<file path="config.mk">
export PLATFORM = sky130hd
export DESIGN_NAME = bqt_back
export DESIGN_NICKNAME = d
export VERILOG_FILES = /design/src/rtl/bqt_pkg.sv /design/src/rtl/bqt_back.sv
export SDC_FILE = /design/constraint.sdc
export NUM_CORES = 1
export LEC_CHECK = 0
export BUFFER_PORTS_ARGS = -buffer_cell sky130_fd_sc_hd__buf_2
export CELL_PAD_IN_SITES_DETAIL_PLACEMENT = 2
export CELL_PAD_IN_SITES_GLOBAL_PLACEMENT = 2
export CORE_UTILIZATION = 13
export CTS_CLUSTER_SIZE = 40
export DETAILED_ROUTE_END_ITERATION = 6
export HOLD_SLACK_MARGIN = 0.1
export PLACE_DENSITY = 0.71
export SYNTH_ARGS = -nofsm -noshare
export SYNTH_HDL_FRONTEND = slang
export SYNTH_SLANG_ARGS = --single-unit
</file>
<file path="constraint.sdc">
create_clock -name clk -period 1.3 [get_ports clk]
set_input_delay 0.195 -clock clk [delete_from_list [all_inputs] [get_ports clk]]
set_output_delay 0.195 -clock clk [all_outputs]
set_load 0.01 [all_outputs]
</file>
<file path="src/rtl/bqt_pkg.sv">
// shared types, character codes and the tokenizer step function
package bqt_pkg;

    // token kinds
    localparam logic [2:0] K_WORD  = 3'd0;
    localparam logic [2:0] K_OR    = 3'd1;
    localparam logic [2:0] K_AND   = 3'd2;
    localparam logic [2:0] K_NOT   = 3'd3;
    localparam logic [2:0] K_OPEN  = 3'd4;
    localparam logic [2:0] K_CLOSE = 3'd5;
    localparam logic [2:0] K_QUOTE = 3'd6;
    localparam logic [2:0] K_END   = 3'd7;

    // characters the tokenizer looks for
    localparam logic [7:0] CH_O     = 8'h4F;
    localparam logic [7:0] CH_R     = 8'h52;
    localparam logic [7:0] CH_A     = 8'h41;
    localparam logic [7:0] CH_N     = 8'h4E;
    localparam logic [7:0] CH_D     = 8'h44;
    localparam logic [7:0] CH_T     = 8'h54;
    localparam logic [7:0] CH_PIPE  = 8'h7C;
    localparam logic [7:0] CH_AMP   = 8'h26;
    localparam logic [7:0] CH_BANG  = 8'h21;
    localparam logic [7:0] CH_LPAR  = 8'h28;
    localparam logic [7:0] CH_RPAR  = 8'h29;
    localparam logic [7:0] CH_QUOTE = 8'h22;
    localparam logic [7:0] CH_SPACE = 8'h20;
    localparam logic [7:0] CH_TAB   = 8'h09;
    localparam logic [7:0] CH_LF    = 8'h0A;
    localparam logic [7:0] CH_VT    = 8'h0B;
    localparam logic [7:0] CH_FF    = 8'h0C;
    localparam logic [7:0] CH_CR    = 8'h0D;
    localparam logic [7:0] CH_NUL   = 8'h00;

    // keyword match outcomes
    localparam logic [1:0] M_NO   = 2'd0;
    localparam logic [1:0] M_YES  = 2'd1;
    localparam logic [1:0] M_WAIT = 2'd2;

    // results one input can cause, and drain passes needed for a full window
    localparam int MAX_RES = 4;
    localparam int DRAIN_PASSES = 6;

    // record queue between front and back
    localparam int QDEPTH = 4;
    localparam int QPTR_W = $clog2(QDEPTH);

    typedef struct packed {
        logic [2:0] kind;
        logic [7:0] wbyte;
        logic       wend;
    } bqt_res_t;

    // all results caused by one accepted transaction
    typedef struct packed {
        logic [1:0]           last_idx;
        bqt_res_t [MAX_RES-1:0] res;
    } bqt_rec_t;

    typedef struct packed {
        logic [2:0][7:0] win;
        logic [1:0]      cnt;
        logic            in_word;
    } bqt_state_t;

    typedef struct packed {
        bqt_state_t             st;
        logic [2:0]             n;
        bqt_res_t [MAX_RES-1:0] res;
    } bqt_step_t;

    function automatic logic bqt_is_space(input logic [7:0] c);
        return c == CH_SPACE || c == CH_TAB || c == CH_LF || c == CH_VT ||
               c == CH_FF || c == CH_CR;
    endfunction

    function automatic logic bqt_ends_word(input logic [7:0] c);
        return c == CH_PIPE || c == CH_BANG || c == CH_LPAR || c == CH_RPAR ||
               c == CH_QUOTE || bqt_is_space(c);
    endfunction

    // shift out k bytes from the window front
    function automatic bqt_state_t bqt_drop(input bqt_state_t s, input logic [1:0] k);
        bqt_state_t r;
        r = s;
        case (k)
            2'd1:
            begin
                r.win = {8'h00, s.win[2], s.win[1]};
            end
            2'd2:
            begin
                r.win = {16'h0000, s.win[2]};
            end
            2'd3:
            begin
                r.win = '0;
            end
            default:
            begin
                r.win = s.win;
            end
        endcase
        r.cnt = s.cnt - k;
        return r;
    endfunction

    // match window bytes 1 (and 2) against a keyword whose first byte matches
    function automatic logic [1:0] bqt_match(input bqt_state_t s, input logic [7:0] k1,
                                             input logic [7:0] k2, input logic three,
                                             input logic ended);
        logic [1:0] m;
        if (s.cnt <= 2'd1)
        begin
            m = ended ? M_NO : M_WAIT;
        end
        else if (s.win[1] != k1)
        begin
            m = M_NO;
        end
        else if (!three)
        begin
            m = M_YES;
        end
        else if (s.cnt <= 2'd2)
        begin
            m = ended ? M_NO : M_WAIT;
        end
        else if (s.win[2] != k2)
        begin
            m = M_NO;
        end
        else
        begin
            m = M_YES;
        end
        return m;
    endfunction

    function automatic void bqt_put(inout bqt_res_t [MAX_RES-1:0] res, inout logic [2:0] n,
                                    input logic [2:0] kind, input logic [7:0] wbyte,
                                    input logic wend);
        if (n < 3'(MAX_RES))
        begin
            res[n[1:0]].kind  = kind;
            res[n[1:0]].wbyte = wbyte;
            res[n[1:0]].wend  = wend;
            n = n + 3'd1;
        end
    endfunction

    // one input byte: append to the window, resolve what can be resolved
    function automatic bqt_step_t bqt_step(input bqt_state_t s_in, input logic [7:0] c,
                                           input logic eoq);
        bqt_step_t  r;
        bqt_state_t s;
        logic       ended;
        logic       stop;
        logic       wend;
        logic [7:0] b;
        logic [7:0] k1;
        logic [7:0] k2;
        logic       three;
        logic [2:0] kind;
        logic [1:0] m;
        logic [2:0] n;
        bqt_res_t [MAX_RES-1:0] res;

        s     = s_in;
        ended = eoq || (c == CH_NUL);
        stop  = 1'b0;
        n     = 3'd0;
        res   = '0;

        // append the byte while not at end
        if (!ended)
        begin
            case (s.cnt)
                2'd0:
                begin
                    s.win[0] = c;
                end
                2'd1:
                begin
                    s.win[1] = c;
                end
                2'd2:
                begin
                    s.win[2] = c;
                end
                default:
                begin
                    s.win = s.win;
                end
            endcase
            if (s.cnt != 2'd3)
            begin
                s.cnt = s.cnt + 2'd1;
            end
        end

        // drain passes over the window
        for (int i = 0; i < DRAIN_PASSES; i++)
        begin
            if (!stop && s.cnt != 2'd0)
            begin
                b = s.win[0];
                if (s.in_word)
                begin
                    if (s.cnt == 2'd1 && !ended)
                    begin
                        stop = 1'b1;
                    end
                    else
                    begin
                        wend = (s.cnt == 2'd1) ? 1'b1 : bqt_ends_word(s.win[1]);
                        bqt_put(res, n, K_WORD, b, wend);
                        s = bqt_drop(s, 2'd1);
                        if (wend)
                        begin
                            s.in_word = 1'b0;
                        end
                    end
                end
                else if (bqt_is_space(b))
                begin
                    s = bqt_drop(s, 2'd1);
                end
                else if (b == CH_O || b == CH_N || b == CH_A)
                begin
                    k1    = (b == CH_O) ? CH_R : (b == CH_N) ? CH_O : CH_N;
                    k2    = (b == CH_N) ? CH_T : CH_D;
                    three = (b != CH_O);
                    kind  = (b == CH_O) ? K_OR : (b == CH_N) ? K_NOT : K_AND;
                    m     = bqt_match(s, k1, k2, three, ended);
                    if (m == M_WAIT)
                    begin
                        stop = 1'b1;
                    end
                    else if (m == M_YES)
                    begin
                        bqt_put(res, n, kind, 8'h00, 1'b0);
                        s = bqt_drop(s, three ? 2'd3 : 2'd2);
                    end
                    else
                    begin
                        s.in_word = 1'b1;
                    end
                end
                else if (b == CH_PIPE || b == CH_AMP)
                begin
                    m = bqt_match(s, b, b, 1'b0, ended);
                    if (m == M_WAIT)
                    begin
                        stop = 1'b1;
                    end
                    else
                    begin
                        bqt_put(res, n, (b == CH_PIPE) ? K_OR : K_AND, 8'h00, 1'b0);
                        s = bqt_drop(s, (m == M_YES) ? 2'd2 : 2'd1);
                    end
                end
                else if (b == CH_BANG || b == CH_LPAR || b == CH_RPAR || b == CH_QUOTE)
                begin
                    kind = (b == CH_BANG) ? K_NOT : (b == CH_LPAR) ? K_OPEN :
                           (b == CH_RPAR) ? K_CLOSE : K_QUOTE;
                    bqt_put(res, n, kind, 8'h00, 1'b0);
                    s = bqt_drop(s, 2'd1);
                end
                else
                begin
                    s.in_word = 1'b1;
                end
            end
        end

        // end of string: end token and back to the reset state
        if (ended)
        begin
            bqt_put(res, n, K_END, 8'h00, 1'b0);
            s = '0;
        end

        r.st  = s;
        r.n   = n;
        r.res = res;
        return r;
    endfunction

endpackage

</file>
<file path="src/rtl/bqt_back.sv">
// back end: walks the results of the head record one per pop
module bqt_back (
    input  logic              clk,
    input  logic              rst_n,
    input  bqt_pkg::bqt_rec_t head,
    input  logic              q_empty,
    output logic              q_rd,
    input  logic              pop,
    output logic              empty,
    output logic [2:0]        token_kind,
    output logic [7:0]        word_byte,
    output logic              word_end,
    output logic              last
);
    import bqt_pkg::*;

    logic [1:0] idx_reg;
    logic [1:0] idx_next;
    logic       take;

    // current result of the head record
    always_comb
    begin
        empty      = q_empty;
        token_kind = head.res[idx_reg].kind;
        word_byte  = head.res[idx_reg].wbyte;
        word_end   = head.res[idx_reg].wend;
        last       = (idx_reg == head.last_idx);
        take       = pop && !q_empty;
        q_rd       = take && last;
        idx_next   = idx_reg;
        if (take)
        begin
            idx_next = last ? 2'd0 : idx_reg + 2'd1;
        end
    end

    // position inside the head record
    always_ff @(posedge clk or negedge rst_n)
    begin
        if (!rst_n)
        begin
            idx_reg <= 2'd0;
        end
        else
        begin
            idx_reg <= idx_next;
        end
    end

endmodule

</file>
==> metrics.md <==
| Metric | Value |
|---|---|
| Post-DP Area | between 800 and 900 um^2 |
| Top Ports | 69 |
| VDD IR-drop max | 0.290 mV |
| Crit Path Max Fanout | 7 |
| R2R Setup Slk | approximately 0.11 ns |
| Total gr overflow | 0 |
| Synth top area share | a little under two fifths |
| Syn Nets | 86 |
| Residual DRC | 0 |
| Antenna Cells | 0 |
| Max-cap viol count | 0 |
| Final wirelength | between 2 and 2.5 mm |
| Crit start category | flip-flop |
| Die height | around 63 um |
| Cell area after layout | just under 0.001 mm^2 |
| GRT Total Usage | between 10% and 20% |
| CP arrival | around 1.4 ns |
| Worst Setup SP | idx_reg[0]$_DFFE_PN0P_ |
| Failing checks | negative setup slack |
| Clock Tree Root | clkbuf_8 |
| Slew Limit Headroom | between 70% and 80% |
| Die W | around 63 um |
| Largest net degree at the start of global routing | 8 |
| Setup WS pre-CTS | -0.125 ns |
| Period utilisation layout | 123% |
| Dominant cell type by area after synthesis | mux4_1 |
| Final hold vios | 0 |
| # nets final | approximately 160 |
| Core Region | 0.00344 mm^2 |
| Worst slew pin tran | ~0.32 ns |
| Fin crit period | ~1.6 ns |
| Syn avg cell area | around 15 um^2 |
| Synth cell types | 18 |
| Routed length per instance | roughly 14 um |
| Fmax | roughly 630 MHz |
| Post-synthesis register bit count | 2 |
| R2R Path Start | idx_reg[0]$_DFFE_PN0P_ |
| R2R cell count | 4 |
| Global-route wire length before repair | 3.47 mm |
| Worst-path clk slew | approximately 0.030 ns |
| Max reg flops | 2 |
| RSZ-0062 raised after global routing | true |
| Post-Layout Cell Count | ~150 |
| Vias in the first global route | 730 |
| Worst-Skew Late Latency | 0.21 ns |
| Starting Density | around 14% |
| DRT iter0 DRCs | 25 |
| CTS tree | yes |
| Clock Sinks | 2 |
| Syn Inst Count | 32 |
| Status | complete, but fails checks |
| Setup WS post-layout | -0.300 ns |
| Yosys warnings | 0 |
| Power Dens Cells | 1600 mW/mm^2 |
| Layout cells sized above 1 | between 80% and 90% |
| Via count | a little over 600 |
| Num rows | 21 |
| H-Tree Depth | 1 |
| FF-to-FF End | idx_reg[1]$_DFFE_PN0P_ |
| Post-route ant nets | 0 |
| Vias/cell | 4.12 |
| Core utilization of the finished layout | roughly 28% |
| Clock Skew | about 0.0017 ns |
| Area of the mapped netlist | between 400 and 500 um^2 |
| Die area | about 0.0040 mm^2 |
| Lkg Pwr | around 0.48 nW |
| Max Slew Vio Count | 0 |
| DRT Pass-1 Iters | 4 |
| IO Port Bufs | 68 |
| Min-Delay Path Class | in2async |
| CTS Buf Count | 3 |
| Worst setup endpoint | word_byte[4] |
| Sequential cell area fraction in the yosys report | between 10 and 15% |
| Clk buf depth | 2 |
| Fill cell count | 408 |
| CP Capture Type | output port |
| Dpl hpwl | between 1.5 and 2 mm |
| CP Class | reg2out |
| Setup-failing EPs final | 14 |
| Placed cell count | ~150 |
| Setup TNS | -3.91 ns |
| Area grow syn2layout | 103% |
| Initial antenna violation count | 0 |
| CP required | 1.11 ns |
| Gpl congestion | between 0.8 and 0.9 |
| Top post-synthesis cells by area | mux4_1 (38%), mux4_2 (23%), dfrtp_1 (10%) |
-- report_power, final --
part | switching, mW | internal [mW] | leakage, nW
sequential | 0.0408 | 0.0884 | 0.0232
combinational | 0.461 | 0.740 | 0.435
clock | 0.0461 | 0.196 | 0.0216
-- layout make-up --
class | instances | area [um^2] | share of cell area (%)
Clock buffer | 3 | 41.3 | 4.21
Multi-Input combinational cell | 25 | 369 | 37.7
Sequential cell | 2 | 50.0 | 5.11
Tap cell | 46 | 57.6 | 5.87
Timing Repair Buffer | 75 | 462 | 47.1
-- kinds of logic (layout without fill, tap and decap cells) --
family,after synthesis,count (layout),synth area share (%)
buf+inv,5,78,10.1
xor+xnor,2,2,3.64
simple gates,8,8,9.87
mux,12,12,61.6
compound gates,3,3,4.42
flops,2,2,10.4
-- stage by stage --
stage	total power, mW	hold WS, ns
5_1_grt	1.69	0.310
3_3_place_gp	1.09	-0.00949
2_1_floorplan	0.766	-0.101
3_5_place_dp	1.12	-0.00924
4_1_cts	1.46	0.299
6_report	1.57	0.300
-- cells in the final DEF, fill, tap and decap left out, drive strengths merged --
cell | Yosys | routed
xor2 | 2 | 2
nor3 | 1 | 1
o21ai | 1 | 1
nand2 | 1 | 1
mux4 | 12 | 12
a211o | 1 | 1
dfrtp | 2 | 2
nor2b | 2 | 2
o21bai | 1 | 1
nor4b | 1 | 1
clkbuf | 0 | 3
dlygate4sd3 | 0 | 1
buf | 5 | 74
nand2b | 1 | 1
nor3b | 1 | 1
nor2 | 1 | 1
-- metal layers --
metal	vias up	track usage (%)	wire length, um
met5	-	0	0
met4	0	3.49	14
met2	47	19.8	1040
met3	2	4.01	224
met1	293	13.5	846
li1	280	-	-
-- worst min-delay path by stage --
stage                from                     end  depth (start not counted)
finish              rst_n  idx_reg[0]$_DFFE_PN0P_                          2
global route        rst_n  idx_reg[0]$_DFFE_PN0P_                          2
floorplan           rst_n  idx_reg[0]$_DFFE_PN0P_                          0
global placement    rst_n  idx_reg[1]$_DFFE_PN0P_                          1
detailed placement  rst_n  idx_reg[1]$_DFFE_PN0P_                          1
CTS                 rst_n  idx_reg[0]$_DFFE_PN0P_                          2
-- Yosys cell counts (all sizes together) --
cell	count
nand2	1
nor4b	1
buf	5
dfrtp	2
nor2	1
a211o	1
xor2	2
nor3	1
nand2b	1
nor3b	1
nor2b	2
o21ai	1
o21bai	1
mux4	12
-- what timing repair did --
action                                 in CTS  in global routing
buffers inserted                            1                  0
setup endpoints to repair                  14                 14
gates resized for setup                    10                  8
gates cloned                                0                  0
hold buffers                                1                  0
pin swaps                                   1                  0
endpoints found under the hold margin       2                  0
-- critical path, stage by stage, from the launching register on --
cell and delay, ns:
dfrtp_1 0.39, buf_6 0.16, mux4_2 0.51, buf_6 0.14
No activity file was read; power rests on OpenSTA's default activity.
