$ cat config.mk
export PLATFORM = sky130hd
export DESIGN_NAME = bqt_queue
export DESIGN_NICKNAME = d
export VERILOG_FILES = /design/src/rtl/bqt_pkg.sv /design/src/rtl/bqt_queue.sv
export SDC_FILE = /design/constraint.sdc
export NUM_CORES = 1
export LEC_CHECK = 0
export ABC_AREA = 1
export BUFFER_PORTS_ARGS = -buffer_cell sky130_fd_sc_hd__buf_2
export CAP_MARGIN = 20
export CORE_MARGIN = 10
export CORE_UTILIZATION = 30
export DETAILED_ROUTE_END_ITERATION = 12
export GPL_TIMING_DRIVEN = 0
export PLACE_DENSITY_LB_ADDON = 0.15
export SYNTH_ARGS = -nofsm -noshare
export SYNTH_HDL_FRONTEND = slang
export SYNTH_SLANG_ARGS = --single-unit
export TNS_END_PERCENT = 10
$ cat constraint.sdc
create_clock -name clk -period 2.6 [get_ports clk]
set_input_delay 0.52 -clock clk [delete_from_list [all_inputs] [get_ports clk]]
set_output_delay 0.52 -clock clk [all_outputs]
set_load 0.05 [all_outputs]
$ cat src/rtl/bqt_pkg.sv
// shared types, character codes and the tokenizer step function
package bqt_pkg;

    // token kinds
    localparam logic [2:0] K_WORD  = 3'd0;
    localparam logic [2:0] K_OR    = 3'd1;
    localparam logic [2:0] K_AND   = 3'd2;
    localparam logic [2:0] K_NOT   = 3'd3;
    localparam logic [2:0] K_OPEN  = 3'd4;
    localparam logic [2:0] K_CLOSE = 3'd5;
    localparam logic [2:0] K_QUOTE = 3'd6;
    localparam logic [2:0] K_END   = 3'd7;

    // characters the tokenizer looks for
    localparam logic [7:0] CH_O     = 8'h4F;
    localparam logic [7:0] CH_R     = 8'h52;
    localparam logic [7:0] CH_A     = 8'h41;
    localparam logic [7:0] CH_N     = 8'h4E;
    localparam logic [7:0] CH_D     = 8'h44;
    localparam logic [7:0] CH_T     = 8'h54;
    localparam logic [7:0] CH_PIPE  = 8'h7C;
    localparam logic [7:0] CH_AMP   = 8'h26;
    localparam logic [7:0] CH_BANG  = 8'h21;
    localparam logic [7:0] CH_LPAR  = 8'h28;
    localparam logic [7:0] CH_RPAR  = 8'h29;
    localparam logic [7:0] CH_QUOTE = 8'h22;
    localparam logic [7:0] CH_SPACE = 8'h20;
    localparam logic [7:0] CH_TAB   = 8'h09;
    localparam logic [7:0] CH_LF    = 8'h0A;
    localparam logic [7:0] CH_VT    = 8'h0B;
    localparam logic [7:0] CH_FF    = 8'h0C;
    localparam logic [7:0] CH_CR    = 8'h0D;
    localparam logic [7:0] CH_NUL   = 8'h00;

    // keyword match outcomes
    localparam logic [1:0] M_NO   = 2'd0;
    localparam logic [1:0] M_YES  = 2'd1;
    localparam logic [1:0] M_WAIT = 2'd2;

    // results one input can cause, and drain passes needed for a full window
    localparam int MAX_RES = 4;
    localparam int DRAIN_PASSES = 6;

    // record queue between front and back
    localparam int QDEPTH = 4;
    localparam int QPTR_W = $clog2(QDEPTH);

    typedef struct packed {
        logic [2:0] kind;
        logic [7:0] wbyte;
        logic       wend;
    } bqt_res_t;

    // all results caused by one accepted transaction
    typedef struct packed {
        logic [1:0]           last_idx;
        bqt_res_t [MAX_RES-1:0] res;
    } bqt_rec_t;

    typedef struct packed {
        logic [2:0][7:0] win;
        logic [1:0]      cnt;
        logic            in_word;
    } bqt_state_t;

    typedef struct packed {
        bqt_state_t             st;
        logic [2:0]             n;
        bqt_res_t [MAX_RES-1:0] res;
    } bqt_step_t;

    function automatic logic bqt_is_space(input logic [7:0] c);
        return c == CH_SPACE || c == CH_TAB || c == CH_LF || c == CH_VT ||
               c == CH_FF || c == CH_CR;
    endfunction

    function automatic logic bqt_ends_word(input logic [7:0] c);
        return c == CH_PIPE || c == CH_BANG || c == CH_LPAR || c == CH_RPAR ||
               c == CH_QUOTE || bqt_is_space(c);
    endfunction

    // shift out k bytes from the window front
    function automatic bqt_state_t bqt_drop(input bqt_state_t s, input logic [1:0] k);
        bqt_state_t r;
        r = s;
        case (k)
            2'd1:
            begin
                r.win = {8'h00, s.win[2], s.win[1]};
            end
            2'd2:
            begin
                r.win = {16'h0000, s.win[2]};
            end
            2'd3:
            begin
                r.win = '0;
            end
            default:
            begin
                r.win = s.win;
            end
        endcase
        r.cnt = s.cnt - k;
        return r;
    endfunction

    // match window bytes 1 (and 2) against a keyword whose first byte matches
    function automatic logic [1:0] bqt_match(input bqt_state_t s, input logic [7:0] k1,
                                             input logic [7:0] k2, input logic three,
                                             input logic ended);
        logic [1:0] m;
        if (s.cnt <= 2'd1)
        begin
            m = ended ? M_NO : M_WAIT;
        end
        else if (s.win[1] != k1)
        begin
            m = M_NO;
        end
        else if (!three)
        begin
            m = M_YES;
        end
        else if (s.cnt <= 2'd2)
        begin
            m = ended ? M_NO : M_WAIT;
        end
        else if (s.win[2] != k2)
        begin
            m = M_NO;
        end
        else
        begin
            m = M_YES;
        end
        return m;
    endfunction

    function automatic void bqt_put(inout bqt_res_t [MAX_RES-1:0] res, inout logic [2:0] n,
                                    input logic [2:0] kind, input logic [7:0] wbyte,
                                    input logic wend);
        if (n < 3'(MAX_RES))
        begin
            res[n[1:0]].kind  = kind;
            res[n[1:0]].wbyte = wbyte;
            res[n[1:0]].wend  = wend;
            n = n + 3'd1;
        end
    endfunction

    // one input byte: append to the window, resolve what can be resolved
    function automatic bqt_step_t bqt_step(input bqt_state_t s_in, input logic [7:0] c,
                                           input logic eoq);
        bqt_step_t  r;
        bqt_state_t s;
        logic       ended;
        logic       stop;
        logic       wend;
        logic [7:0] b;
        logic [7:0] k1;
        logic [7:0] k2;
        logic       three;
        logic [2:0] kind;
        logic [1:0] m;
        logic [2:0] n;
        bqt_res_t [MAX_RES-1:0] res;

        s     = s_in;
        ended = eoq || (c == CH_NUL);
        stop  = 1'b0;
        n     = 3'd0;
        res   = '0;

        // append the byte while not at end
        if (!ended)
        begin
            case (s.cnt)
                2'd0:
                begin
                    s.win[0] = c;
                end
                2'd1:
                begin
                    s.win[1] = c;
                end
                2'd2:
                begin
                    s.win[2] = c;
                end
                default:
                begin
                    s.win = s.win;
                end
            endcase
            if (s.cnt != 2'd3)
            begin
                s.cnt = s.cnt + 2'd1;
            end
        end

        // drain passes over the window
        for (int i = 0; i < DRAIN_PASSES; i++)
        begin
            if (!stop && s.cnt != 2'd0)
            begin
                b = s.win[0];
                if (s.in_word)
                begin
                    if (s.cnt == 2'd1 && !ended)
                    begin
                        stop = 1'b1;
                    end
                    else
                    begin
                        wend = (s.cnt == 2'd1) ? 1'b1 : bqt_ends_word(s.win[1]);
                        bqt_put(res, n, K_WORD, b, wend);
                        s = bqt_drop(s, 2'd1);
                        if (wend)
                        begin
                            s.in_word = 1'b0;
                        end
                    end
                end
                else if (bqt_is_space(b))
                begin
                    s = bqt_drop(s, 2'd1);
                end
                else if (b == CH_O || b == CH_N || b == CH_A)
                begin
                    k1    = (b == CH_O) ? CH_R : (b == CH_N) ? CH_O : CH_N;
                    k2    = (b == CH_N) ? CH_T : CH_D;
                    three = (b != CH_O);
                    kind  = (b == CH_O) ? K_OR : (b == CH_N) ? K_NOT : K_AND;
                    m     = bqt_match(s, k1, k2, three, ended);
                    if (m == M_WAIT)
                    begin
                        stop = 1'b1;
                    end
                    else if (m == M_YES)
                    begin
                        bqt_put(res, n, kind, 8'h00, 1'b0);
                        s = bqt_drop(s, three ? 2'd3 : 2'd2);
                    end
                    else
                    begin
                        s.in_word = 1'b1;
                    end
                end
                else if (b == CH_PIPE || b == CH_AMP)
                begin
                    m = bqt_match(s, b, b, 1'b0, ended);
                    if (m == M_WAIT)
                    begin
                        stop = 1'b1;
                    end
                    else
                    begin
                        bqt_put(res, n, (b == CH_PIPE) ? K_OR : K_AND, 8'h00, 1'b0);
                        s = bqt_drop(s, (m == M_YES) ? 2'd2 : 2'd1);
                    end
                end
                else if (b == CH_BANG || b == CH_LPAR || b == CH_RPAR || b == CH_QUOTE)
                begin
                    kind = (b == CH_BANG) ? K_NOT : (b == CH_LPAR) ? K_OPEN :
                           (b == CH_RPAR) ? K_CLOSE : K_QUOTE;
                    bqt_put(res, n, kind, 8'h00, 1'b0);
                    s = bqt_drop(s, 2'd1);
                end
                else
                begin
                    s.in_word = 1'b1;
                end
            end
        end

        // end of string: end token and back to the reset state
        if (ended)
        begin
            bqt_put(res, n, K_END, 8'h00, 1'b0);
            s = '0;
        end

        r.st  = s;
        r.n   = n;
        r.res = res;
        return r;
    endfunction

endpackage

$ cat src/rtl/bqt_queue.sv
// small record queue between the front end and the result serializer
module bqt_queue (
    input  logic              clk,
    input  logic              rst_n,
    input  logic              wr_en,
    input  bqt_pkg::bqt_rec_t wr_data,
    input  logic              rd_en,
    output bqt_pkg::bqt_rec_t rd_data,
    output logic              full,
    output logic              empty
);
    import bqt_pkg::*;

    bqt_rec_t          mem_reg [QDEPTH];
    logic [QPTR_W-1:0] wr_ptr_reg;
    logic [QPTR_W-1:0] wr_ptr_next;
    logic [QPTR_W-1:0] rd_ptr_reg;
    logic [QPTR_W-1:0] rd_ptr_next;
    logic [QPTR_W:0]   count_reg;
    logic [QPTR_W:0]   count_next;

    // pointer and occupancy update
    always_comb
    begin
        wr_ptr_next = wr_en ? wr_ptr_reg + 1'b1 : wr_ptr_reg;
        rd_ptr_next = rd_en ? rd_ptr_reg + 1'b1 : rd_ptr_reg;
        count_next  = count_reg;
        if (wr_en && !rd_en)
        begin
            count_next = count_reg + 1'b1;
        end
        else if (rd_en && !wr_en)
        begin
            count_next = count_reg - 1'b1;
        end
    end

    assign full    = (count_reg == (QPTR_W+1)'(QDEPTH));
    assign empty   = (count_reg == '0);
    assign rd_data = mem_reg[rd_ptr_reg];

    // control state
    always_ff @(posedge clk or negedge rst_n)
    begin
        if (!rst_n)
        begin
            wr_ptr_reg <= '0;
            rd_ptr_reg <= '0;
            count_reg  <= '0;
        end
        else
        begin
            wr_ptr_reg <= wr_ptr_next;
            rd_ptr_reg <= rd_ptr_next;
            count_reg  <= count_next;
        end
    end

    // record storage
    always_ff @(posedge clk)
    begin
        if (wr_en)
        begin
            mem_reg[wr_ptr_reg] <= wr_data;
        end
    end

endmodule

==> flow_metrics.tcl <==
set metrics [dict create \
    outcome "complete, no violations" \
    dp_slack_ns 0.398 \
    finClkSkew_ns 0.00926 \
    synth_xor_area_share_pct 0.423 \
    portBuffers 105 \
    seq_area_frac_synth_pct 74.7 \
    arrival_ns 1.99 \
    insertion_delay_ns 0.51 \
    avgSynthCellArea_um2 13.1 \
    initial_core_util_pct 30.6 \
    period_needed_ns 2.51 \
    max-slew-margin-rel_pct 46.0 \
    grt_antenna_before_repair 5 \
    synthFlopType "edfxtp_1" \
    synth.area.top_cells "edfxtp_1 73%, o211ai_1 9.1%, nand2_1 7.4%" \
    async_flop_share_pct 3.38 \
    cts_setup_buffers 0 \
    setup_tns_ns 0 \
    cts_max_path_buffers 3 \
    synth-seq-cells 207 \
    seqPwrFrac_pct 33.0 \
    routedWlPerCell_um 18.7 \
    drive_gt1_share_pct 22.0 \
    post-synth-top-count-cell "edfxtp_1" \
    cts.clk_slew.worst_paths_ns 0.06 \
    overflow 0 \
    die_w_um 186 \
    finalHoldViolations 0 \
    synth.largest_area_cell "edfxtp_1" \
    ys_types 18 \
    gp_congestion 0.708 \
    dp_hpwl_um 12500 \
    drt_wl_total_um 21000 \
    dieArea_um2 34600 \
    drtIter0Drc 213 \
    fp-row-count 60 \
    grt_pass1_wl_um 31300 \
    p_sw_mw 6.14 \
    setup_viol 0 \
    fin_total_pwr_mw 13.8 \
    synth_compound_area_share_pct 9.13 \
    rsz0062_at_grt "yes" \
    fp.dieH_um 186 \
    synth_nets 691 \
    power_density_nw_per_um2 1380 \
    endpoint_kind "output pin" \
    clock_power_share_pct 23.2 \
    leakagePower_nw 4.05 \
    internal_power_mw 7.66 \
    cts_tree "yes" \
    grt_util_all_layers_pct 12.0 \
    numCtsBuffers 24 \
    fin_util_pct 37.1 \
    synth-simple-area-share_pct 7.65 \
    ir_drop_mv 0.837 \
    ios 106 \
    fillCellCount 2648 \
    timing.max_cap.violations 0 \
    synthTopCellsByCount "200 x edfxtp_1, 163 x nand2_1, 111 x inv_1, 100 x o211ai_1, 22 x buf_2" \
    crit_type "reg -> out" \
    drc 0 \
    crit_required_ns 2.08 \
    largest_reg_flops 200 \
    core-area_um2 27000 \
    synthAdderAreaFrac_pct 0.998 \
    cp_max_fo 10 \
    setup_slack_ns 0.0948 \
    area_growth_pct 21.3 \
    viasPerCell 4.56 \
    tightest_slew_ns 0.810 \
    syn-cell-area_um2 8280 \
    max_freq_mhz 399 \
    grt_pass1_vias 5474 \
    ant_nets 0 \
    num_vias 5131 \
    htreeDepth 1 \
    pwr-share-comb_pct 43.9 \
    switching_share_pct 44.5 \
    cts_sinks 207 \
    ys_warn_count 0 \
    hp-class "in -> reg" \
    synth.area.mux_share_pct 0 \
    start_kind "flip-flop" \
    cts_root_buf "clkbuf_16" \
    netlist_instances 631 \
    grt_start_max_net_pins 51 \
    synth_top_family_by_area "compound AO/OA/AOI/OAI gates" \
    post-route-period-util_pct 96.4 \
    drt_first_pass_iters 4 \
    fin_nets 823 \
    synth_edf_count 200 \
    synth_top_area_share_pct 72.6 \
    slew_viol_final 0 \
]
-- path summary, 6_finish.rpt --
check	startpoint	to	slack [ns]	cells after the start
setup / recovery	rd_ptr_reg[1]	rd_data[39]	0.09	6
hold / removal	wr_data[18]	mem_reg[3][18]	0.22	1
setup reg to reg	wr_ptr_reg[0]	mem_reg[2][17]	0.83	4
hold reg to reg	count_reg[2]	count_reg[2]	0.53	2
max in group asynchronous	rst_n	rd_ptr_reg[0]	2.05	2
min in group asynchronous	rst_n	count_reg[0]	0.38	2
-- per-layer routing --
layer  global-route usage [%]  share of wire (%)
met5                        0              0.062
met4                     3.32                2.4
met3                     3.57                7.2
met2                     20.9                 49
met1                     14.1                 42
-- repair_timing --
| item | CTS | global route |
|---|---|---|
| resized for setup | 6 | 9 |
| hold endpoints to repair | 7 | 0 |
| pin swaps | 0 | 0 |
| hold buffers | 1 | 0 |
| endpoints found under the setup margin | 50 | 26 |
-- worst max-delay path: stages, from the launching register on --
cell,delay [ns]
dfrtp_1,0.35
buf_2,0.16
inv_2,0.12
buf_2,0.31
o211ai_1,0.15
nand2_1,0.12
buf_2,0.27
-- cells in the final DEF (no fill, tap or decap), types with 2 or more instances in the layout --
cell,n
dfrtp_1,7
buf_4,5
clkbuf_2,5
clkinv_2,3
nor3_1,2
inv_1,107
clkbuf_1,8
bufinv_16,2
clkinv_1,6
xor2_1,3
o211ai_1,100
inv_4,4
nand2_1,163
ha_1,5
clkbuf_4,9
edfxtp_1,200
diode_2,4
clkbuf_16,25
buf_2,117
-- power groups by stage --
| stage | sequential (mW) | combinational (mW) | clock, mW |
|---|---|---|---|
| 6_report | 4.55 | 6.06 | 3.20 |
| 5_1_grt | 4.60 | 6.55 | 3.42 |
| 4_1_cts | 4.55 | 6.17 | 3.27 |
| 3_5_place_dp | 4.62 | 6.14 | 0 |
| 3_3_place_gp | 4.64 | 6.05 | 0 |
| 2_1_floorplan | 4.59 | 4.28 | 0 |
-- logic make-up (layout without fill, tap and decap cells) --
group | Yosys count | count (layout)
buffers and inverters | 146 | 294
adders and majority gates | 6 | 6
and+or+nand+nor | 167 | 167
other | 0 | 4
AOI/OAI and AO/OA | 101 | 101
DFF | 207 | 207
xor gates and xnor gates | 4 | 4
-- stage by stage --
stage,cell area [um2],hold slack (ns),instances
3_5_place_dp,9240,0.371,1077
3_3_place_gp,9230,0.367,1077
6_report,10000,0.221,1124
5_1_grt,10000,0.203,1121
2_1_floorplan,8280,0.224,631
4_1_cts,10000,0.199,1120
-- layout make-up --
cell class | instances | area, um2 | area share [%]
Antenna cell | 4 | 10.0 | 0.0997
Buffer | 34 | 199 | 1.98
Clock buffer | 31 | 648 | 6.46
Clock inverter | 11 | 97.6 | 0.972
Inverter | 112 | 430 | 4.29
Multi-Input combinational cell | 278 | 1510 | 15.0
Sequential cell | 207 | 6180 | 61.6
Tap cell | 341 | 427 | 4.25
Timing Repair Buffer | 106 | 538 | 5.36
No activity file was read; power rests on OpenSTA's default activity.
